`config.mk`:
```
export PLATFORM = sky130hd
export DESIGN_NAME = dfa_keyword_lexer_flat
export DESIGN_NICKNAME = d
export VERILOG_FILES = /design/src/sv/dlx_pkg.sv /design/src/sv/dlx_in_if.sv /design/src/sv/dlx_out_if.sv /design/src/sv/dfa_keyword_lexer.sv /design/src/flat_wrapper.sv
export VERILOG_INCLUDE_DIRS = /design/src /design/src/sv
export SDC_FILE = /design/constraint.sdc
export NUM_CORES = 1
export LEC_CHECK = 0
export ABC_AREA = 1
export BUFFER_PORTS_ARGS = -buffer_cell sky130_fd_sc_hd__buf_2
export CORE_MARGIN = 2
export CORE_UTILIZATION = 30
export CTS_CLUSTER_DIAMETER = 30
export DETAILED_ROUTE_END_ITERATION = 12
export MAX_ROUTING_LAYER = met4
export PLACE_DENSITY = 0.44
export SYNTH_ARGS = -nofsm -noshare
export SYNTH_HDL_FRONTEND = slang
export SYNTH_SLANG_ARGS = --single-unit
```
`constraint.sdc`:
```
create_clock -name clk -period 10.9 [get_ports clk]
set_input_delay 0 -clock clk [delete_from_list [all_inputs] [get_ports clk]]
set_output_delay 0 -clock clk [all_outputs]
set_load 0.005 [all_outputs]
```
`src/sv/dfa_keyword_lexer_assert.svh`:
```
// Assertion macros for the DFA keyword lexer.
// Included by RTL files that carry concurrent checks; no other dependencies.
`ifndef DFA_KEYWORD_LEXER_ASSERT_SVH
`define DFA_KEYWORD_LEXER_ASSERT_SVH
`ifndef NO_ASSERTIONS
`define DLX_ASSERT_IMP(label, clk, rst_n, ante, cons) \
	label: assert property (@(posedge clk) disable iff (!rst_n) (ante) |-> (cons)) \
		else $error("dfa_keyword_lexer: same-cycle check failed");
`define DLX_ASSERT_NXT(label, clk, rst_n, ante, cons) \
	label: assert property (@(posedge clk) disable iff (!rst_n) (ante) |=> (cons)) \
		else $error("dfa_keyword_lexer: next-cycle check failed");
`else
`define DLX_ASSERT_IMP(label, clk, rst_n, ante, cons)
`define DLX_ASSERT_NXT(label, clk, rst_n, ante, cons)
`endif
`endif

```
`src/sv/dlx_pkg.sv`:
```
// Package for the DFA keyword lexer: constants, result type, transition and kind tables.
// No dependencies.
`timescale 1ns / 1ps

package dlx_pkg;

	localparam logic [7:0] NOEDGE      = 8'hFF;
	localparam logic [7:0] START_STATE = 8'd0;
	localparam logic [6:0] KIND_ERROR  = 7'd0;
	localparam logic [6:0] KIND_IGN    = 7'h7F;
	localparam logic [7:0] LEN_LIM     = 8'd255;
	localparam logic [15:0] POS_LIM    = 16'hFFFF;
	localparam logic [7:0] CHAR_NL     = 8'h0A;

	typedef struct packed {
		logic [6:0]  kind;
		logic [15:0] row;
		logic [15:0] col;
		logic [7:0]  len;
		logic        at_end;
		logic        done;
	} res_t;

	// letter that moves a keyword state s on to s+1, 0 if none
	function automatic logic [7:0] chain_letter(input logic [7:0] s);
		logic [7:0] l;
		l = 8'd0;
		case (s)
			8'd19: l = "O";  8'd20: l = "R";  8'd22: l = "E";  8'd23: l = "G";
			8'd24: l = "I";  8'd25: l = "N";  8'd42: l = "D";  8'd44: l = "H";
			8'd46: l = "X";  8'd27: l = "N";  8'd28: l = "D";  8'd56: l = "E";
			8'd57: l = "V";  8'd58: l = "A";  8'd59: l = "T";  8'd60: l = "O";
			8'd61: l = "R";  8'd30: l = "O";  8'd31: l = "N";  8'd32: l = "S";
			8'd33: l = "O";  8'd34: l = "L";  8'd35: l = "E";  8'd48: l = "L";
			8'd49: l = "L";  8'd51: l = "R";  8'd52: l = "C";  8'd53: l = "L";
			8'd54: l = "E";  8'd63: l = "E";  8'd64: l = "E";  8'd65: l = "P";
			8'd66: l = "S";  8'd67: l = "E";  8'd68: l = "A";  8'd70: l = "U";
			8'd71: l = "M";  8'd72: l = "A";  8'd73: l = "N";  8'd75: l = "N";
			8'd77: l = "L";  8'd78: l = "A";  8'd79: l = "C";  8'd80: l = "E";
			8'd82: l = "I";  8'd83: l = "T";  8'd84: l = "U";  8'd86: l = "E";
			8'd87: l = "C";  8'd88: l = "T";  8'd89: l = "I";  8'd90: l = "O";
			8'd91: l = "N";  8'd93: l = "I";  8'd94: l = "N";  8'd95: l = "E";
			8'd97: l = "O";  8'd98: l = "N";  8'd99: l = "I";  8'd100: l = "T";
			8'd101: l = "O"; 8'd102: l = "R"; 8'd103: l = "I"; 8'd104: l = "N";
			8'd105: l = "G"; 8'd107: l = "R"; 8'd108: l = "E"; 8'd110: l = "E";
			8'd111: l = "D"; 8'd113: l = "A"; 8'd114: l = "T"; 8'd115: l = "H";
			8'd117: l = "A"; 8'd118: l = "T"; 8'd119: l = "F"; 8'd120: l = "O";
			8'd121: l = "R"; 8'd122: l = "M"; 8'd124: l = "L"; 8'd125: l = "Y";
			8'd127: l = "O"; 8'd128: l = "N"; 8'd130: l = "I"; 8'd131: l = "N";
			8'd132: l = "E"; 8'd134: l = "N"; 8'd135: l = "T"; 8'd137: l = "M";
			8'd138: l = "P"; 8'd140: l = "O"; 8'd141: l = "C"; 8'd142: l = "E";
			8'd143: l = "S"; 8'd144: l = "S"; 8'd145: l = "I"; 8'd146: l = "N";
			8'd147: l = "G"; 8'd149: l = "I"; 8'd150: l = "V"; 8'd151: l = "E";
			8'd152: l = "R"; 8'd154: l = "E"; 8'd155: l = "R"; 8'd157: l = "C";
			8'd158: l = "O"; 8'd159: l = "V"; 8'd160: l = "E"; 8'd161: l = "R";
			8'd162: l = "Y"; 8'd164: l = "U"; 8'd165: l = "R"; 8'd166: l = "N";
			8'd168: l = "T"; 8'd169: l = "O"; 8'd170: l = "R"; 8'd171: l = "A";
			8'd172: l = "G"; 8'd173: l = "E"; 8'd175: l = "I"; 8'd176: l = "P";
			8'd178: l = "R"; 8'd179: l = "F"; 8'd180: l = "A"; 8'd181: l = "C";
			8'd182: l = "E"; 8'd184: l = "A"; 8'd185: l = "F"; 8'd186: l = "T";
			8'd188: l = "O"; 8'd189: l = "I"; 8'd190: l = "L"; 8'd191: l = "P";
			8'd192: l = "I"; 8'd193: l = "T"; 8'd195: l = "U"; 8'd196: l = "N";
			8'd197: l = "N"; 8'd198: l = "E"; 8'd199: l = "L"; 8'd201: l = "N";
			8'd202: l = "D"; 8'd203: l = "E"; 8'd204: l = "R"; 8'd205: l = "G";
			8'd206: l = "R"; 8'd207: l = "O"; 8'd208: l = "U"; 8'd209: l = "N";
			8'd210: l = "D"; 8'd212: l = "A"; 8'd213: l = "S"; 8'd214: l = "H";
			8'd215: l = "I"; 8'd216: l = "N"; 8'd217: l = "G"; 8'd219: l = "L";
			8'd220: l = "L";
			default: l = 8'd0;
		endcase
		return l;
	endfunction

	// keyword edges that jump to another chain
	function automatic logic [7:0] kw_branch(input logic [7:0] s, input logic [7:0] b);
		logic [7:0] n;
		n = NOEDGE;
		case (s)
			8'd23:  if (b == "N") n = 8'd42;
			8'd42:  if (b == "C") n = 8'd44;
			8'd22:  if (b == "O") n = 8'd46;
			8'd27:  if (b == "L") n = 8'd56;
			8'd30: begin
				if (b == "A") n = 8'd48;
				if (b == "I") n = 8'd51;
			end
			8'd76: begin
				if (b == "P") n = 8'd77;
				if (b == "S") n = 8'd82;
				if (b == "J") n = 8'd86;
			end
			8'd109: if (b == "B") n = 8'd110;
			8'd113: begin
				if (b == "L") n = 8'd117;
				if (b == "O") n = 8'd124;
				if (b == "U") n = 8'd137;
				if (b == "R") n = 8'd140;
			end
			8'd126: begin
				if (b == "G") n = 8'd127;
				if (b == "L") n = 8'd130;
			end
			8'd124: if (b == "I") n = 8'd134;
			8'd150: if (b == "S") n = 8'd154;
			8'd149: if (b == "E") n = 8'd157;
			8'd157: if (b == "T") n = 8'd164;
			8'd169: if (b == "R") n = 8'd175;
			8'd168: begin
				if (b == "U") n = 8'd178;
				if (b == "H") n = 8'd184;
				if (b == "P") n = 8'd188;
			end
			8'd212: if (b == "E") n = 8'd219;
			default: n = NOEDGE;
		endcase
		return n;
	endfunction

	function automatic logic first_letter(input logic [7:0] s);
		case (s)
			8'd19, 8'd22, 8'd27, 8'd30, 8'd63, 8'd70, 8'd75, 8'd93,
			8'd97, 8'd107, 8'd113, 8'd149, 8'd168, 8'd195, 8'd201, 8'd212: return 1'b1;
			default: return 1'b0;
		endcase
	endfunction

	function automatic logic is_upper(input logic [7:0] b);
		return (b >= "A") && (b <= "Z");
	endfunction

	function automatic logic is_lower(input logic [7:0] b);
		return (b >= "a") && (b <= "z");
	endfunction

	function automatic logic is_digit(input logic [7:0] b);
		return (b >= "0") && (b <= "9");
	endfunction

	function automatic logic is_hex(input logic [7:0] b);
		return is_digit(b) || ((b >= "a") && (b <= "f")) || ((b >= "A") && (b <= "F"));
	endfunction

	function automatic logic [7:0] dfa_next(input logic [7:0] s, input logic [7:0] b);
		logic [7:0] n;
		logic [7:0] cl;
		n = NOEDGE;
		cl = chain_letter(s);
		case (s)
			8'd0: begin
				case (b)
					"F": n = 8'd19;   "B": n = 8'd22;   "E": n = 8'd27;   "C": n = 8'd30;
					"D": n = 8'd63;   "H": n = 8'd70;   "I": n = 8'd75;   "L": n = 8'd93;
					"M": n = 8'd97;   "O": n = 8'd107;  "P": n = 8'd113;  "R": n = 8'd149;
					"S": n = 8'd168;  "T": n = 8'd195;  "U": n = 8'd201;  "W": n = 8'd212;
					"#": n = 8'd2;    "\\": n = 8'd6;   "-": n = 8'd8;    "/": n = 8'd10;
					"&": n = 8'd11;   "|": n = 8'd12;   "(": n = 8'd13;   ")": n = 8'd14;
					";": n = 8'd15;   ":": n = 8'd16;   "*": n = 8'd18;   " ": n = 8'd37;
					8'h0A: n = 8'd38; 8'h09: n = 8'd39; 8'h0D: n = 8'd40; "+": n = 8'd41;
					",": n = 8'd222;  "{": n = 8'd223;  "}": n = 8'd224;  "[": n = 8'd225;
					"]": n = 8'd226;
					default: begin
						if (is_upper(b) || is_lower(b))
							n = 8'd4;
						else if (is_digit(b))
							n = 8'd1;
					end
				endcase
			end
			8'd1: if (is_digit(b)) n = 8'd1;
			8'd2: begin
				if (b == "#")
					n = 8'd2;
				else if (is_hex(b))
					n = 8'd3;
			end
			8'd3: if (is_hex(b)) n = 8'd3;
			8'd4: begin
				if (is_upper(b) || is_lower(b))
					n = 8'd4;
				else if (is_digit(b))
					n = 8'd5;
			end
			8'd5: if (is_digit(b)) n = 8'd5;
			8'd6: begin
				if (b == "+") n = 8'd7;
				if (b == "*") n = 8'd9;
			end
			8'd7:  if (b == "+") n = 8'd7;
			8'd9:  if (b == "*") n = 8'd9;
			8'd16: if (b == "=") n = 8'd17;
			8'd17: if (b == "=") n = 8'd17;
			default: begin
				if ((cl != 8'd0) && (b == cl))
					n = s + 8'd1;
				else
					n = kw_branch(s, b);
				if ((n == NOEDGE) && first_letter(s) && is_upper(b))
					n = 8'd4;
			end
		endcase
		return n;
	endfunction

	function automatic logic [6:0] dfa_kind(input logic [7:0] s);
		logic [6:0] k;
		case (s)
			8'd0, 8'd2, 8'd6: k = KIND_ERROR;
			8'd1: k = 7'd1;    8'd3: k = 7'd2;    8'd4: k = 7'd3;    8'd5: k = 7'd4;
			8'd7: k = 7'd5;    8'd9: k = 7'd6;    8'd8: k = 7'd7;    8'd10: k = 7'd8;
			8'd11: k = 7'd9;   8'd12: k = 7'd10;  8'd13: k = 7'd11;  8'd14: k = 7'd12;
			8'd15: k = 7'd13;  8'd17: k = 7'd14;  8'd18: k = 7'd15;  8'd41: k = 7'd16;
			8'd222: k = 7'd17; 8'd225: k = 7'd18; 8'd226: k = 7'd19; 8'd223: k = 7'd20;
			8'd224: k = 7'd21;
			8'd21: k = 7'd22;  8'd26: k = 7'd23;  8'd29: k = 7'd24;  8'd36: k = 7'd25;
			8'd43: k = 7'd26;  8'd45: k = 7'd27;  8'd47: k = 7'd28;  8'd50: k = 7'd29;
			8'd55: k = 7'd30;  8'd62: k = 7'd31;  8'd69: k = 7'd32;  8'd74: k = 7'd33;
			8'd81: k = 7'd34;  8'd85: k = 7'd35;  8'd92: k = 7'd36;  8'd96: k = 7'd37;
			8'd106: k = 7'd38; 8'd109: k = 7'd39; 8'd112: k = 7'd40; 8'd116: k = 7'd41;
			8'd123: k = 7'd42; 8'd129: k = 7'd43; 8'd133: k = 7'd44; 8'd136: k = 7'd45;
			8'd139: k = 7'd46; 8'd148: k = 7'd47; 8'd153: k = 7'd48; 8'd156: k = 7'd49;
			8'd163: k = 7'd50; 8'd167: k = 7'd51; 8'd174: k = 7'd52; 8'd177: k = 7'd53;
			8'd183: k = 7'd54; 8'd187: k = 7'd55; 8'd194: k = 7'd56; 8'd200: k = 7'd57;
			8'd211: k = 7'd58; 8'd218: k = 7'd59; 8'd221: k = 7'd60;
			default: k = KIND_IGN;
		endcase
		return k;
	endfunction

endpackage

```
`src/sv/dlx_in_if.sv`:
```
// Character channel of the DFA keyword lexer: valid/ready plus one source byte or end mark.
// No dependencies.
`timescale 1ns / 1ps

interface dlx_in_if;
	logic       valid;
	logic       ready;
	logic [7:0] char_byte;
	logic       end_mark;

	modport source (output valid, char_byte, end_mark, input ready);
	modport sink   (input valid, char_byte, end_mark, output ready);
endinterface

```
`src/sv/dlx_out_if.sv`:
```
// Token channel of the DFA keyword lexer: valid/ready plus one token result.
// No dependencies.
`timescale 1ns / 1ps

interface dlx_out_if;
	logic        valid;
	logic        ready;
	logic [6:0]  token_kind;
	logic [15:0] start_row;
	logic [15:0] start_column;
	logic [7:0]  token_length;
	logic        at_input_end;
	logic        item_done;

	modport source (output valid, token_kind, start_row, start_column, token_length,
		at_input_end, item_done, input ready);
	modport sink   (input valid, token_kind, start_row, start_column, token_length,
		at_input_end, item_done, output ready);
endinterface

```
`src/sv/dfa_keyword_lexer.sv`:
```
// Top level of the DFA keyword lexer: transition logic, position counters, token queue.
// Depends on dlx_pkg, dlx_in_if, dlx_out_if and dfa_keyword_lexer_assert.svh.
`timescale 1ns / 1ps
// Usage
//   chars  : one item per source byte (char_byte) or an end mark (end_mark = 1).
//   tokens : token items - kind, start row/column, length, at_input_end, item_done.
//   An item causes zero, one or two tokens; item_done marks the last token of an item.
// Ordering: a token caused by an item is written into the token queue registers when
//   that item is taken and is offered on tokens behind any tokens already queued.
// Throughput: one item per cycle while chars.ready is high. The DFA step, kind
//   lookup and position update for an item are table lookups and a few compares on
//   the state registers, done in the cycle the item is taken.
//   The token side drains one token per cycle while tokens.ready is high, through
//   a four-entry queue; chars.ready stays high while at least two entries are free,
//   so a stalled receiver fills the queue, then holds off the sender; no token is lost.
// Reset: the DFA returns to the start state, positions to row 1 column 1,
//   the error halt clears and the token queue empties. No clearing pass.
// After a lexical error every byte is dropped until the end mark, which restarts
//   the lexer with positions back at row 1 column 1.

`include "dfa_keyword_lexer_assert.svh"

module dfa_keyword_lexer
	import dlx_pkg::*;
(
	input  logic            clk,
	input  logic            arst_n,
	dlx_in_if.sink          chars,
	dlx_out_if.source       tokens
);

	// lexer state
	logic [7:0]  state_q, state_d;
	logic [7:0]  plen_q, plen_d;
	logic [15:0] trow_q, trow_d;
	logic [15:0] tcol_q, tcol_d;
	logic [15:0] line_q, line_d;
	logic [15:0] col_q, col_d;
	logic        halt_q, halt_d;

	// token queue
	res_t        fifo_q [4];
	logic [1:0]  rd_ptr_q;
	logic [1:0]  wr_ptr_q;
	logic [2:0]  cnt_q;

	logic        acc;
	logic        pop;
	logic [7:0]  b;
	logic [7:0]  nx;
	logic [7:0]  nx0;
	logic [6:0]  kind;
	res_t        r0, r1;
	logic [1:0]  n_res;
	logic        take_en;
	logic        take_fresh;
	logic [7:0]  take_nx;
	res_t        err_res;

	assign acc = chars.valid && chars.ready;
	assign pop = tokens.valid && tokens.ready;
	assign b   = chars.char_byte;
	assign nx  = dfa_next(state_q, b);
	assign nx0 = dfa_next(START_STATE, b);
	assign kind = dfa_kind(state_q);

	// room for the worst case of two tokens per item
	assign chars.ready = (cnt_q <= 3'd2);

	always_comb begin
		state_d    = state_q;
		plen_d     = plen_q;
		trow_d     = trow_q;
		tcol_d     = tcol_q;
		line_d     = line_q;
		col_d      = col_q;
		halt_d     = halt_q;
		r0         = '0;
		r1         = '0;
		n_res      = 2'd0;
		take_en    = 1'b0;
		take_fresh = 1'b0;
		take_nx    = nx;
		// error at the current position, used when the byte is not taken at all
		err_res    = '{kind: KIND_ERROR, row: line_q, col: col_q, len: 8'd0,
			at_end: 1'b0, done: 1'b1};

		if (chars.end_mark) begin
			if (!halt_q && (state_q != START_STATE)) begin
				if (kind == KIND_ERROR) begin
					r0 = '{kind: KIND_ERROR, row: trow_q, col: tcol_q, len: 8'd0,
						at_end: 1'b1, done: 1'b1};
					n_res = 2'd1;
				end else if (kind != KIND_IGN) begin
					r0 = '{kind: kind, row: trow_q, col: tcol_q, len: plen_q,
						at_end: 1'b1, done: 1'b1};
					n_res = 2'd1;
				end
			end
			state_d = START_STATE;
			plen_d  = 8'd0;
			trow_d  = 16'd1;
			tcol_d  = 16'd1;
			line_d  = 16'd1;
			col_d   = 16'd1;
			halt_d  = 1'b0;
		end else if (!halt_q) begin
			if (nx != NOEDGE) begin
				take_en    = 1'b1;
				take_fresh = (state_q == START_STATE);
				take_nx    = nx;
			end else if ((state_q != START_STATE) && (kind == KIND_ERROR)) begin
				// dead partial token: error at its start, byte dropped
				r0 = '{kind: KIND_ERROR, row: trow_q, col: tcol_q, len: 8'd0,
					at_end: 1'b0, done: 1'b1};
				n_res   = 2'd1;
				halt_d  = 1'b1;
				state_d = START_STATE;
			end else begin
				state_d = START_STATE;
				plen_d  = 8'd0;
				if ((state_q != START_STATE) && (kind != KIND_IGN)) begin
					r0 = '{kind: kind, row: trow_q, col: tcol_q, len: plen_q,
						at_end: 1'b0, done: 1'b0};
					n_res = 2'd1;
				end
				if ((state_q != START_STATE) && (nx0 != NOEDGE)) begin
					// same byte restarts from the start state
					take_en    = 1'b1;
					take_fresh = 1'b1;
					take_nx    = nx0;
					r0.done    = 1'b1;
				end else begin
					if (n_res == 2'd0)
						r0 = err_res;
					else
						r1 = err_res;
					n_res  = n_res + 2'd1;
					halt_d = 1'b1;
				end
			end
		end

		if (take_en) begin
			state_d = take_nx;
			if (take_fresh) begin
				trow_d = line_q;
				tcol_d = col_q;
				plen_d = 8'd1;
			end else if (plen_q < LEN_LIM) begin
				plen_d = plen_q + 8'd1;
			end
			if (b == CHAR_NL) begin
				if (line_q < POS_LIM)
					line_d = line_q + 16'd1;
				col_d = 16'd1;
			end else if (col_q < POS_LIM) begin
				col_d = col_q + 16'd1;
			end
		end
	end

	always_ff @(posedge clk or negedge arst_n) begin
		if (!arst_n) begin
			state_q  <= START_STATE;
			plen_q   <= 8'd0;
			trow_q   <= 16'd1;
			tcol_q   <= 16'd1;
			line_q   <= 16'd1;
			col_q    <= 16'd1;
			halt_q   <= 1'b0;
			rd_ptr_q <= 2'd0;
			wr_ptr_q <= 2'd0;
			cnt_q    <= 3'd0;
		end else begin
			if (acc) begin
				state_q  <= state_d;
				plen_q   <= plen_d;
				trow_q   <= trow_d;
				tcol_q   <= tcol_d;
				line_q   <= line_d;
				col_q    <= col_d;
				halt_q   <= halt_d;
				wr_ptr_q <= wr_ptr_q + n_res;
			end
			if (pop)
				rd_ptr_q <= rd_ptr_q + 2'd1;
			cnt_q <= cnt_q + (acc ? {1'b0, n_res} : 3'd0) - {2'b0, pop};
		end
	end

	// queue payload, no reset needed
	always_ff @(posedge clk) begin
		if (acc && (n_res != 2'd0))
			fifo_q[wr_ptr_q] <= r0;
		if (acc && (n_res == 2'd2))
			fifo_q[wr_ptr_q + 2'd1] <= r1;
	end

	assign tokens.valid        = (cnt_q != 3'd0);
	assign tokens.token_kind   = fifo_q[rd_ptr_q].kind;
	assign tokens.start_row    = fifo_q[rd_ptr_q].row;
	assign tokens.start_column = fifo_q[rd_ptr_q].col;
	assign tokens.token_length = fifo_q[rd_ptr_q].len;
	assign tokens.at_input_end = fifo_q[rd_ptr_q].at_end;
	assign tokens.item_done    = fifo_q[rd_ptr_q].done;

	`DLX_ASSERT_IMP(a_queue_bound, clk, arst_n, 1'b1, cnt_q <= 3'd4)
	`DLX_ASSERT_IMP(a_halt_quiet, clk, arst_n, acc && !chars.end_mark && halt_q, n_res == 2'd0)
	`DLX_ASSERT_NXT(a_error_halts, clk, arst_n,
		acc && !chars.end_mark && halt_d && !halt_q, halt_q && (state_q == START_STATE))
	`DLX_ASSERT_IMP(a_two_ends_err, clk, arst_n, acc && (n_res == 2'd2),
		(r1.kind == KIND_ERROR) && r1.done && !r0.done)

endmodule

```
`src/flat_wrapper.sv`:
```
// flat-port wrapper written by rule: the top's interface ports become plain ports
module dfa_keyword_lexer_flat import dlx_pkg::*;
  (clk, arst_n, chars_valid, chars_char_byte, chars_end_mark, chars_ready, tokens_valid, tokens_token_kind, tokens_start_row, tokens_start_column, tokens_token_length, tokens_at_input_end, tokens_item_done, tokens_ready);
  dlx_in_if chars_i ();
  dlx_out_if tokens_i ();
  input  logic clk;
  input  logic arst_n;
  input wire logic [$bits(chars_i.valid)-1:0] chars_valid;
  input wire logic [$bits(chars_i.char_byte)-1:0] chars_char_byte;
  input wire logic [$bits(chars_i.end_mark)-1:0] chars_end_mark;
  output wire logic [$bits(chars_i.ready)-1:0] chars_ready;
  output wire logic [$bits(tokens_i.valid)-1:0] tokens_valid;
  output wire logic [$bits(tokens_i.token_kind)-1:0] tokens_token_kind;
  output wire logic [$bits(tokens_i.start_row)-1:0] tokens_start_row;
  output wire logic [$bits(tokens_i.start_column)-1:0] tokens_start_column;
  output wire logic [$bits(tokens_i.token_length)-1:0] tokens_token_length;
  output wire logic [$bits(tokens_i.at_input_end)-1:0] tokens_at_input_end;
  output wire logic [$bits(tokens_i.item_done)-1:0] tokens_item_done;
  input wire logic [$bits(tokens_i.ready)-1:0] tokens_ready;
  assign chars_i.valid = chars_valid;
  assign chars_i.char_byte = chars_char_byte;
  assign chars_i.end_mark = chars_end_mark;
  assign chars_ready = chars_i.ready;
  assign tokens_valid = tokens_i.valid;
  assign tokens_token_kind = tokens_i.token_kind;
  assign tokens_start_row = tokens_i.start_row;
  assign tokens_start_column = tokens_i.start_column;
  assign tokens_token_length = tokens_i.token_length;
  assign tokens_at_input_end = tokens_i.at_input_end;
  assign tokens_item_done = tokens_i.item_done;
  assign tokens_i.ready = tokens_ready;
  dfa_keyword_lexer u_core (.clk(clk), .arst_n(arst_n), .chars(chars_i), .tokens(tokens_i));
endmodule
```
Word level (Yosys, flattened, before mapping)
Memory sizes are Yosys's and may differ from the RTL's.
Index checks and enable logic that the tools add are counted.
{"block": "word_totals", "register_bits": 88, "latchBits": 0, "ramBits": 196, "romBits": 3328, "inputBits": 13, "elab_cells": 272, "n_memories": 3}
{"block": "classes", "add_sub_neg": 10, "mul": 0, "div_mod_pow": 0, "order_cmp": 12, "n_eq_ne": 85, "n_shift": 0, "mux": 121, "n_bitwise": 0, "reduce_logical": 31}
{"name": "(name not given)", "words": 256, "word_bits": 7, "rd": 1, "rd_clocked_by_memory_dff": 0, "wr": 0, "line_no": "dlx_pkg.sv:206", "rtl": "case (s)"}
{"name": "(name not given)", "words": 256, "word_bits": 6, "rd": 1, "rd_clocked_by_memory_dff": 0, "wr": 0, "line_no": "dlx_pkg.sv:28", "rtl": "case (s)"}
{"name": "u_core.fifo_q", "words": 4, "word_bits": 49, "rd": 1, "rd_clocked_by_memory_dff": 0, "wr": 2, "line_no": "dfa_keyword_lexer.sv:42", "rtl": "res_t fifo_q [4];"}
{"operator": "49-bit 2-to-1 mux", "count": 14}
{"operator": "8-bit 2-to-1 mux", "count": 45}
{"operator": "8-bit one-hot mux with 37 select lines", "count": 1}
{"operator": "8-bit by 7-bit == test with 1-bit output (second input constant)", "count": 36}
{"operator": "16-bit 2-to-1 mux", "count": 14}
{"operator": "8-bit one-hot mux with 16 select lines", "count": 1}
{"operator": "8-bit by 6-bit == test with 1-bit output (second input constant)", "count": 15}
{"operator": "8-bit one-hot mux with 10 select lines", "count": 1}
{"operator": "8-bit == test (second input constant)", "count": 9}
{"operator": "8-bit by 5-bit == test with 1-bit output (second input constant)", "count": 7}
{"operator": "7-bit 2-to-1 mux", "count": 8}
{"operator": "48-bit 2-to-1 mux", "count": 1}
{"operator": "42-bit 2-to-1 mux", "count": 1}
{"operator": "16-bit by 1-bit adder with 16-bit output (second input constant)", "count": 2}
{"operator": "8-bit by 3-bit == test with 1-bit output (second input constant)", "count": 4}
{"operator": "8-bit by 4-bit == test with 1-bit output (second input constant)", "count": 4}
{"operator": "8-bit by 7-bit <= comparator with 1-bit output (second input constant)", "count": 4}
{"operator": "16-bit less-than comparator (second input constant)", "count": 2}
{"operator": "2-bit 2-to-1 mux", "count": 12}
{"operator": "1-bit 2-to-1 mux", "count": 22}
{"operator": "8-bit by 1-bit adder with 8-bit output (second input constant)", "count": 2}
{"operator": "8-bit by 2-bit == test with 1-bit output (second input constant)", "count": 2}
{"operator": "8-bit by 7-bit >= comparator with 1-bit output (second input constant)", "count": 2}
{"operator": "1-bit logical AND", "count": 16}
{"operator": "other kinds (28)", "count": 34}

Logic depth before layout (Yosys ltp)
Gate-level depths: netlist of the first run.
{"block": "logic_depth", "word_depth": 27, "mapped_depth": 39, "ltp_nobuf": 37}

Least setup slack after synthesis of the first run
Ideal clock, no wire load.
{"block": "synth_path", "kind": "reg2reg", "start": "reg u_core.state_q[0]", "end": "mem u_core.fifo_q[0][0] (netlist bit), enable pin", "setup_ns": 0.391, "t_arrival_ns": 4.476, "required_time_ns": 10.509, "path_slack_ns": 6.033, "stages_incl_launch_ff": 30, "n_path_buf": 3, "period_less_slack_ns": 4.867, "cell_sequence": "dfrtp_1 buf_2 inv_1 ha_1 buf_2 nand2_2 nand2_1 nand3_1 nand2_1 inv_1 o21ai_0 a21oi_1 nor2_1 a2bb2oi_1 inv_1 a21oi_1 inv_1 nand2_1 nor3_1 nand3_1 nand2_1 clkinv_1 ha_1 o21a_1 nand3_1 nand2_2 nor2_4 nand2_2 buf_2 nand2_1"}
{"item": "from (decl)", "line_no": "dfa_keyword_lexer.sv:33", "rtl": "logic [7:0] state_q, state_d;"}
{"item": "from (signal assigned)", "line_no": "dfa_keyword_lexer.sv:177", "rtl": "state_q <= state_d;"}
{"item": "to (decl)", "line_no": "dfa_keyword_lexer.sv:42"}

==> summary.md, run 1 <==
| Metric | Value |
|---|---|
| IO Port Bufs | 63 |
| Post-Layout Inst Area | 25100 µm² |
| Die area | 73800 µm² |
| P_leak | 11.0 nW |
| Post-synth cell types | 60 |
| VDD IR max | 148 µV |
| Via-to-Cell Ratio | 5.45 |
| Initial antenna violation count | 0 |
| Clk sinks | 284 |
| Post-synth EDFFs | 132 |
| Nature of the critical path startpoint | flop |
| Crit path time final | 8110 ps |
| Mean cell area of the mapped netlist | 6.52 µm² |
| Switch Pwr | 3.99 mW |
| CP max-delay cell | nand2_1 |
| Synthesis-stage register bit count | 284 |
| CTS max path bufs | 3 |
| Via count | 23460 |
| Status | complete, no violations |
| Cell mode on critical path | nand2_1 |
| Peak Freq | 0.123 GHz |
| Slew @ Worst Pin | 1310 ps |
| Final setup viols | 0 |
| Cell taking the most area after synthesis | edfxtp_1 |
| Synth warnings | 0 |
| Antenna cell count | 0 |
| TritonCTS buffer count | 74 |
| H-tree depth | 3 |
| CTS tree | built |
| Multi-input logic area | 11800 µm² |
| Avg WL per Cell | 21.5 µm |
| Clock Root Buffer | clkbuf_16 |
| Post-Syn Nets | 3338 |
| Pin count of the biggest net entering global routing | 85 |
| Cts repair resizes | 0 |
| Hpwl dp | 64200 µm |
| CP endpoint kind | flop |
| Core area | 71200 µm² |
| DR top layer | met4 |
| WL met2 | 41900 µm |
| DRT Pass-1 Iters | 8 |
| Final net count | 3332 |
| Synth cell count leaders | nand2_1, nand3_1, nor2_1, inv_1, o21ai_0 |
| Clk Latency, worst-skew pair | 620 ps |
| TNS Setup | 0 ps |
| Number of top-level pins | 64 |
| Placed Area | 22400 µm² |
| MaxCap Viol Count | 0 |
| Crit share post-route | 0.744 |
| Die Span X | 272 µm |
| Comb pwr share | 0.524 |
| Postcts setup bufs | 0 |
| Initial DRC Count | 2246 |
| Synth area leaders | edfxtp_1, nand2_1, dfrtp_1 |
| Top_reg_cell synth | edfxtp_1 |
| Synthesized instance count | 3299 |
| Vias in the first global route | 22107 |
| CP max stage delay | 970 ps |
| Most common cell in the synthesized netlist | nand2_1 |
| Synth Cell Area | 21500 µm² |
| DR WL met3 | 5070 µm |
| Cell Pwr Density | 317 nW/µm² |
| Ratio of cells with drive above 1 in the final layout | 0.0966 |
| Starting Density | 0.302 |
| Routability cong. | 0.947 |
| Worst hold path class | primary input to flop |
| Clock slew at reported path FFs | 50 ps |
| WL met1 | 43100 µm |
| Unrepaired setup endpoints after global routing | false |
| Worst-path fanout max | 55 |
| Final slew viol count | 0 |
| Reg area | 7450 µm² |
| Clock share of power | 0.287 |
| Final Skew | 45.6 ps |
| Fin. Hold Viols | 0 |
| Core Rows | 98 |
| Die Y | 272 µm |
| Sequential area share after synthesis | 0.347 |
| Post-synth ARST share | 0.310 |
| Total congestion overflow | 0 |
| Worst EP required | 11180 ps |
| Internal Pwr Total | 3.98 mW |
| Post-route DRC | 0 |
| Synth-to-Final Area Change | 16.9% |
| First-pass GRT wire length | 142000 µm |
| Filler cells | 7711 |
| Worst EP arrival | 8390 ps |
| Max_slew headroom | 0.127 |
| Switching Share | 0.500 |
| Post-DRT Antenna Nets | 0 |
| GRT Overall Usage | 0.253 |
| Synth top area share | 0.184 |
| Worst-path cell chain | inv_1 -> ha_1 -> nand2_1 -> nor2_2 -> inv_1 -> a21oi_1 -> o41ai_1 -> nand4_1 -> nor3_1 -> nand3_1 -> nand2_1 -> clkinv_1 -> ha_1 -> o21a_1 -> nand3_1 -> nand2_2 -> nor2_4 -> buf_4 -> nand2_2 -> nand2_1 -> buf_4 |
| CP Class | flop to flop |
| Sequential group share of total power | 0.188 |
| Wirelength, routed | 92400 µm |
[registers in the layout (all words and copies together) (netlist names), 3 cells and up]
register / cells
u_core.line_q: 16
u_core.fifo_q: 196
u_core.trow_q: 16
u_core.col_q: 16
u_core.plen_q: 8
u_core.state_q: 8
u_core.cnt_q: 3
u_core.tcol_q: 16
[cell families (layout without fill, tap and decap cells)]
family / Yosys count / after routing / synth area share
AO/OA/AOI/OAI: 619 / 619 / 0.159
XOR/XNOR: 23 / 23 / 0.00937
adder cells (fa/ha/maj): 26 / 26 / 0.0155
buffers and inverters: 548 / 603 / 0.106
flip-flops: 284 / 284 / 0.347
AND/OR/NAND/NOR: 1799 / 1799 / 0.364
[repair_timing]
item / CTS / global route
setup endpoints to repair: 0 / 0
hold buffers: 5 / 0
hold endpoints to repair: 30 / 0
[metrics by stage]
| stage | setup WS (ps) | hold WS [ps] | power (mW) | instances | utilization |
|---|---|---|---|---|---|
| floorplan | 6030 | -296 | 4.21 | 3299 | - |
| global placement | 3060 | -38.3 | 5.67 | 4162 | 0.315 |
| detailed placement | 2800 | -32.2 | 5.64 | 4162 | 0.315 |
| CTS | 2810 | 185 | 7.97 | 4304 | 0.353 |
| global route | 2200 | 239 | 8.50 | 4304 | 0.353 |
| finish | 2790 | 217 | 7.97 | 4304 | 0.353 |
[final cells by class]
cell class                 count  area share
clock buffer                  94      0.0802
clock inverter                43      0.0254
inverter                     358      0.0537
multi-input combinational   2467       0.470
sequential                   284       0.297
tap                          950      0.0473
timing repair buffer         108      0.0270
[metal layers]
metal,vias to the layer above,global-route usage
li1,11053,-
met4,0,0.0756
met3,139,0.0272
met5,-,-
met1,11339,0.349
met2,929,0.390
[layout by cell type, fill, tap and decap left out, types with 9 or more instances in the layout]
cell,count
o21ai_0,244
dfrtp_1,82
edfxtp_1,132
nand2_2,17
xor2_1,19
inv_2,13
a21oi_1,118
clkbuf_16,74
nor3_1,45
nor4_1,29
nand2_1,819
clkinv_1,9
clkbuf_8,9
o21ai_1,84
nand3_2,9
bufinv_16,10
buf_2,62
clkinv_2,12
nor2_2,14
nor3_2,18
clkbuf_1,11
o22ai_1,112
nand3_1,408
ha_1,25
buf_4,41
dfxtp_1,64
nand4_1,47
a31oi_1,9
inv_1,334
nor2_1,372
o211ai_1,10
[power groups by stage]
stage	logic [mW]	registers, mW	clock network, mW
2_1_floorplan	2.75	1.47	0
3_3_place_gp	4.17	1.51	0
3_5_place_dp	4.13	1.51	0
4_1_cts	4.15	1.50	2.33
5_1_grt	4.58	1.53	2.39
6_report	4.18	1.50	2.29
[worst max-delay path: cells and delay by family (launching register included)]
| family | cells | cell delay, ps |
|---|---|---|
| AND/OR/NAND/NOR | 11 | 3630 |
| flip-flops | 1 | 680 |
| adder cells (fa/ha/maj) | 2 | 900 |
| buffers and inverters | 5 | 1840 |
| AO/OA/AOI/OAI | 3 | 680 |
[worst paths after layout]
kind / startpoint / depth (start not counted) / slack, ps / endpoint
hold / removal: chars_end_mark / 5 / 220 / u_core.tcol_q[4]
hold reg to reg: u_core.fifo_q[0][4] / 2 / 470 / u_core.fifo_q[0][4]
min in group asynchronous: arst_n / 4 / 450 / u_core.tcol_q[11]
max in group asynchronous: arst_n / 4 / 9430 / u_core.state_q[3]
setup / recovery: u_core.state_q[0] / 21 / 2790 / u_core.fifo_q[3][38]
setup reg to reg: u_core.state_q[0] / 21 / 2790 / u_core.fifo_q[3][38]
Note: power is estimated with default switching activity, not from simulation.
==> run 2: changes to the inputs <==
ABC_AREA = 0   (was 1)
clock period = 7.65 ns   (was 10.9 ns; I/O delays follow)
==> summary.md, run 2 <==
| Metric | Value |
|---|---|
| Top_reg_cell synth | edfxtp_1 |
| CP endpoint kind | flop |
| Clk sinks | 284 (unchanged) |
| Commonest cells after routing, fill and taps aside | nand2_1, nor2_1, edfxtp_1 |
| Hpwl dp | 52400 µm (-18%) |
| Most common cell in the synthesized netlist | nand2_1 |
| CP Class | flop to flop |
| Post-synth ARST share | 0.310 (unchanged) |
| Post-synth cell types | 110 (+83%) |
| Placed Area | 20800 µm² (-7.1%) |
| Slew @ Worst Pin | 1080 ps (-228 ps) |
| Peak Freq | 0.149 GHz (+21%) |
| Post-DRT Antenna Nets | 0 (unchanged) |
| Max reg flops | 196 (unchanged) |
| Crit path time final | 6720 ps (-1380 ps) |
| CTS max path bufs | 3 (unchanged) |
| Biggest register | u_core.fifo_q |
| Cts repair resizes | 0 (unchanged) |
| Initial DRC Count | 1746 (-22%) |
| Worst-path cell chain | inv_1 -> ha_1 -> buf_4 -> nand2b_1 -> nand2_1 -> a211oi_1 -> nor4_1 -> o311ai_1 -> a41oi_1 -> mux2i_1 -> nor3_1 -> o211ai_1 -> nand4b_4 -> nor2_4 -> nand2_1 -> o21ai_0 -> and2_1 -> ha_1 -> inv_1 -> fa_1 -> xor2_1 -> xnor2_1 |
| Via-to-Cell Ratio | 6.12 (+12%) |
| Post-Syn Nets | 2077 (-38%) |
| Sequential area share after synthesis | 0.379 (+0.0328) |
| Die Y | 260 µm (-4.4%) |
| CTS tree | built |
| Total congestion overflow | 0 (unchanged) |
| Avg WL per Cell | 26.7 µm (+24%) |
| Synth area leaders | edfxtp_1, dfrtp_1, dfxtp_1 |
| Initial antenna violation count | 1 (+1) |
| Synthesized instance count | 2038 (-38%) |
| Final setup viols | 0 (unchanged) |
| Routability cong. | 0.963 (+1.7%) |
| Die area | 67500 µm² (-8.5%) |
| Filler cells | 6490 (-16%) |
| TritonCTS buffer count | 70 (-5.4%) |
| Mean cell area of the mapped netlist | 9.64 µm² (+48%) |
| Die Span X | 260 µm (-4.4%) |
| Unrepaired setup endpoints after global routing | false |
| Post-CTS Hold Buffers | 5 (unchanged) |
| Status | complete, no violations |
| Max_slew headroom | 0.277 (+0.149) |
| Synth Cell Area | 19600 µm² (-8.7%) |
| Synth cell count leaders | nand2_1, nor2_1, edfxtp_1, clkbuf_1, o2bb2ai_1 |
| Synth-to-Final Area Change | 18.3% |
| Vias in the first global route | 17954 (-19%) |
| Via count | 18070 (-23%) |
| DRT Pass-1 Iters | 6 (-2) |
| Pin count of the biggest net entering global routing | 96 (+13%) |
| Worst EP arrival | 7170 ps (-1220 ps) |
| Core area | 64600 µm² (-9.3%) |
| Wirelength, routed | 78800 µm (-15%) |
| Core Rows | 93 (-5.1%) |
| Clk Latency, worst-skew pair | 600 ps (-20 ps) |
| Cell Pwr Density | 369 nW/µm² (+16%) |
| Worst hold path class | primary input to flop |
| Post-synth EDFFs | 132 (unchanged) |
| MaxCap Viol Count | 0 (unchanged) |
| Synth warnings | 0 (unchanged) |
| Worst EP required | 8090 ps (-3090 ps) |
| Final slew viol count | 0 (unchanged) |
| TNS Setup | 0 ps (unchanged) |
| Synthesis-stage register bit count | 284 (unchanged) |
| Clock Root Buffer | clkbuf_16 |
| Starting Density | 0.304 (+0.00231) |
| Number of top-level pins | 64 (unchanged) |
| Final net count | 2080 (-38%) |
| Crit share post-route | 0.879 (+0.135) |
| Synth top area share | 0.202 (+0.0175) |
| IO Port Bufs | 63 (unchanged) |
| Post-route DRC | 0 (unchanged) |
| Post-Layout Inst Area | 23200 µm² (-7.6%) |
| CP max-delay cell | o311ai_1 |
| Fin. Hold Viols | 0 (unchanged) |
| Nature of the critical path startpoint | flop |
| P_leak | 8.47 nW (-23%) |
| CP max stage delay | 620 ps (-350 ps) |
| Final Skew | 41.0 ps (-4.56 ps) |
| H-tree depth | 3 (unchanged) |
| Ratio of cells with drive above 1 in the final layout | 0.195 (+0.0983) |
| Clock slew at reported path FFs | 50 ps (about the same) |
| Postcts setup bufs | 0 (unchanged) |
| VDD IR max | 290 µV (+95%) |
| Cell taking the most area after synthesis | edfxtp_1 |
| Commonest non-fill, non-tap cell in the layout | nand2_1 |
| GRT Overall Usage | 0.238 (-0.0154) |
| First-pass GRT wire length | 118000 µm (-16%) |
| Worst-path fanout max | 13 (-76%) |
==> run 2: final timing paths <==
kind | start | slack, ps | to | cells past startpoint
max | u_core.state_q[1] | 930 | u_core.cnt_q[2] | 22
min | chars_valid | 160 | u_core.wr_ptr_q[0] | 4
max reg2reg | u_core.state_q[1] | 930 | u_core.cnt_q[2] | 22
min reg2reg | u_core.fifo_q[0][1] | 470 | u_core.fifo_q[0][1] | 1
max in group asynchronous | arst_n | 6300 | u_core.state_q[4] | 4
min in group asynchronous | arst_n | 360 | u_core.cnt_q[2] | 3
==> run 2: cell families after synthesis <==
group,Yosys count,synth area share
AND/OR/NAND/NOR,683,0.186
buffers and inverters,238,0.0522
adder cells (fa/ha/maj),26,0.0169
flip-flops,284,0.379
XOR/XNOR,19,0.00847
AO/OA/AOI/OAI,670,0.262
multiplexers,118,0.0949
==> run 2: per-stage QoR <==
step                      hold slack (ps)  power [mW]  worst slack (ps)   util  std cells
after floorplan                      -296        4.26              1720      -       2038
after global placement               36.5        5.67              1090  0.322       2819
after detailed placement             44.2        5.64              1110  0.322       2819
after CTS                             105        8.58              1100  0.360       2954
after global routing                  169        8.97               601  0.360       2955
final                                 161        8.57               927  0.360       2955
==> run 2: layout make-up <==
cell class                      count  area [µm²]  area share
Timing Repair Buffer              133        1000      0.0432
Sequential cell                   284        7460       0.321
Clock inverter                     48         470      0.0203
Clock buffer                       82        1880      0.0809
Multi-Input combinational cell   1516       11200       0.482
Tap cell                          855        1070      0.0460
Antenna cell                        1        2.50    0.000108
Inverter                           36         135     0.00582
==> run 2: layer usage <==
metal	track usage	up-vias	routed length [µm]
met5	-	-	0
met4	0.0752	0	2010
met3	0.0408	140	5700
met2	0.359	830	36000
met1	0.324	9113	35100
li1	-	7987	-
==> run 2: worst max-delay path: cells and delay by family (launching register included) <==
family	cells	cell delay, ps
AO/OA/AOI/OAI	5	1980
AND/OR/NAND/NOR	8	1780
adder cells (fa/ha/maj)	3	920
buffers and inverters	3	610
flip-flops	1	570
multiplexers	1	440
XOR/XNOR	2	280
==> run 2: power breakdown <==
part	switching, mW	leakage (nW)	internal [mW]	total, mW
Clock	0.959	1.14	1.94	2.89
Sequential	0.190	2.88	1.76	1.95
Combinational	2.47	4.46	1.25	3.72
Total	3.62	8.47	4.95	8.57
==> run 3: changes to the inputs <==
CORE_MARGIN = 8   (was 2)
clock period = 8.49 ns   (was 7.65 ns; I/O delays follow)
==> summary.md, run 3 (synthesized netlist as in run 2, its figures left out) <==
| Metric | Value |
|---|---|
| Status | complete, no violations |
| Die Span X | 272 µm (+4.6%) |
| First-pass GRT wire length | 118000 µm (-0.40%) |
| Number of top-level pins | 64 (unchanged) |
| Max_slew headroom | 0.195 (-0.0818) |
| Ratio of cells with drive above 1 in the final layout | 0.188 (-0.00687) |
| Biggest register | u_core.fifo_q |
| Cell family with most CP delay | compound AO/OA/AOI/OAI gates |
| Crit path time final | 7100 ps (+374 ps) |
| Slew @ Worst Pin | 1200 ps (+122 ps) |
| CP max stage delay | 970 ps (+350 ps) |
| Worst EP arrival | 7560 ps (+390 ps) |
| Hpwl dp | 51600 µm (-1.4%) |
| Synth-to-Final Area Change | 17.9% |
| Worst hold path class | primary input to flop |
| TritonCTS buffer count | 67 (-4.3%) |
| Unrepaired setup endpoints after global routing | false |
| Total congestion overflow | 0 (unchanged) |
| Setup WS pre-CTS | 1580 ps (+465 ps) |
| Core Rows | 94 (+1.1%) |
| Filler cells | 6597 (+1.6%) |
| P_leak | 8.45 nW (-0.29%) |
| CP endpoint kind | flop |
| Commonest cells after routing, fill and taps aside | nand2_1, nor2_1, edfxtp_1 |
| Post-DRT Antenna Nets | 0 (unchanged) |
| VDD IR max | 190 µV (-34%) |
| Initial antenna violation count | 0 (-1) |
| Initial DRC Count | 1999 (+14%) |
| Vias in the first global route | 17900 (-0.30%) |
| Wirelength, routed | 78300 µm (-0.55%) |
| Die Y | 272 µm (+4.6%) |
| CTS tree | built |
| GRT Overall Usage | 0.211 (-0.0271) |
| Peak Freq | 0.141 GHz (-5.3%) |
| H-tree depth | 3 (unchanged) |
| Worst EP required | 8950 ps (+860 ps) |
| Die area | 73900 µm² (+9.4%) |
| Nature of the critical path startpoint | flop |
| Clock slew at reported path FFs | 50 ps (about the same) |
| Fin. Hold Viols | 0 (unchanged) |
| CP max-delay cell | ha_1 |
| Via-to-Cell Ratio | 6.10 (-0.32%) |
| Crit share post-route | 0.836 (-0.0429) |
| Pin count of the biggest net entering global routing | 54 (-44%) |
| CTS max path bufs | 3 (unchanged) |
| Final net count | 2065 (-0.72%) |
| Avg WL per Cell | 26.6 µm (-0.18%) |
| Multi-input logic area | 11200 µm² (about the same) |
| Clock Root Buffer | clkbuf_16 |
| CP Class | flop to flop |
| Worst-path cell chain | buf_4 -> inv_1 -> ha_1 -> nor2_1 -> o2bb2ai_1 -> a221o_1 -> a211oi_1 -> o221ai_1 -> xnor2_1 -> and3b_1 -> a31o_1 -> a31oi_1 -> nand3b_2 -> nor2_4 -> nand2_1 -> o21ai_0 -> and2_1 -> ha_1 -> inv_1 -> fa_1 -> xor2_1 -> xnor2_1 |
| Antenna cell count | 0 (-1) |
| IO Port Bufs | 63 (unchanged) |
| Via count | 17945 (-0.69%) |
| DRT Pass-1 Iters | 6 (unchanged) |
| Commonest non-fill, non-tap cell in the layout | nand2_1 |
| Final slew viol count | 0 (unchanged) |
| Max reg flops | 196 (unchanged) |
| Post-route DRC | 0 (unchanged) |
| Final Skew | 32.9 ps (-8.14 ps) |
| Clk sinks | 284 (unchanged) |
| Cell Pwr Density | 337 nW/µm² (-8.5%) |
| R2R cell count | 22 (unchanged) |
| Cts repair resizes | 0 (unchanged) |
| Starting Density | 0.301 (-0.00323) |
| MaxCap Viol Count | 0 (unchanged) |
| TNS Setup | 0 ps (unchanged) |
| Hold Path Depth | 4 (unchanged) |
| Worst path bufs/invs | 3 (unchanged) |
| Routability cong. | 0.935 (-2.9%) |
| Final setup viols | 0 (unchanged) |
| Core area | 65300 µm² (+1.1%) |
| Worst-path fanout max | 25 (+12) |
| Clk Latency, worst-skew pair | 600 ps (about the same) |
| Crit path depth | 22 (unchanged) |
| Setup WS post-layout | 1390 ps (+466 ps) |
| Reg area | 7460 µm² (unchanged) |
==> run 3: timing repair <==
| item | 4_1_cts | 5_1_grt |
|---|---|---|
| buffers inserted | 0 | 0 |
| hold endpoints to repair | 38 | 0 |
| hold buffers | 5 | 0 |
==> run 3: where the power goes <==
group          switching, mW  total (mW)  internal (mW)  leakage [nW]
clock network          0.843        2.76           1.92          1.19
logic                   2.15        3.23           1.09          4.38
registers              0.230        1.82           1.59          2.88
total                   3.22        7.81           4.59          8.45
==> run 3: cell type report <==
cell class | count | share of cell area
well taps | 864 | 0.0467
flip-flops and latches | 284 | 0.322
clock inverters | 41 | 0.0278
inverters | 36 | 0.00584
clock buffers | 82 | 0.0780
multi-input cells | 1516 | 0.484
repair buffers | 121 | 0.0349
==> run 3: worst register-to-register path, stage by stage (launching register included) <==
cell	delay [ps]
dfrtp_1	350
buf_4	240
inv_1	340
ha_1	980
nor2_1	310
o2bb2ai_1	220
a221o_1	300
a211oi_1	310
o221ai_1	300
xnor2_1	310
and3b_1	300
a31o_1	250
a31oi_1	290
nand3b_2	280
nor2_4	510
nand2_1	270
o21ai_0	390
and2_1	190
ha_1	130
inv_1	50
fa_1	370
xor2_1	160
xnor2_1	120
==> run 3: worst paths after layout <==
path,endpoint,startpoint,slack (ps)
min reg2reg,u_core.fifo_q[0][1],u_core.fifo_q[0][1],470
min,u_core.wr_ptr_q[0],chars_valid,120
min in group asynchronous,u_core.tcol_q[13],arst_n,500
max in group asynchronous,u_core.rd_ptr_q[0],arst_n,7180
max reg2reg,u_core.cnt_q[2],u_core.state_q[0],1390
max,u_core.cnt_q[2],u_core.state_q[0],1390
==> run 3: per-stage QoR <==
| stage | hold slack [ps] | instance area [µm²] | power, mW | std cells | util |
|---|---|---|---|---|---|
| after floorplan | -296 | 19600 | 3.84 | 2038 | - |
| after global placement | 36.8 | 20600 | 5.06 | 2816 | 0.316 |
| after detailed placement | 35.7 | 20600 | 5.02 | 2816 | 0.316 |
| after CTS | 69.8 | 23100 | 7.82 | 2944 | 0.355 |
| after global routing | 120 | 23100 | 8.16 | 2944 | 0.355 |
| final | 120 | 23100 | 7.81 | 2944 | 0.355 |
==> run 3: routing by layer <==
metal  routed length, µm  vias to the layer above  GRT usage
met2               35700                      816      0.322
met4                2420                        0     0.0733
met1               35000                     9047      0.283
met5                   0                        -          -
li1                    -                     7930          -
met3                5250                      152     0.0341
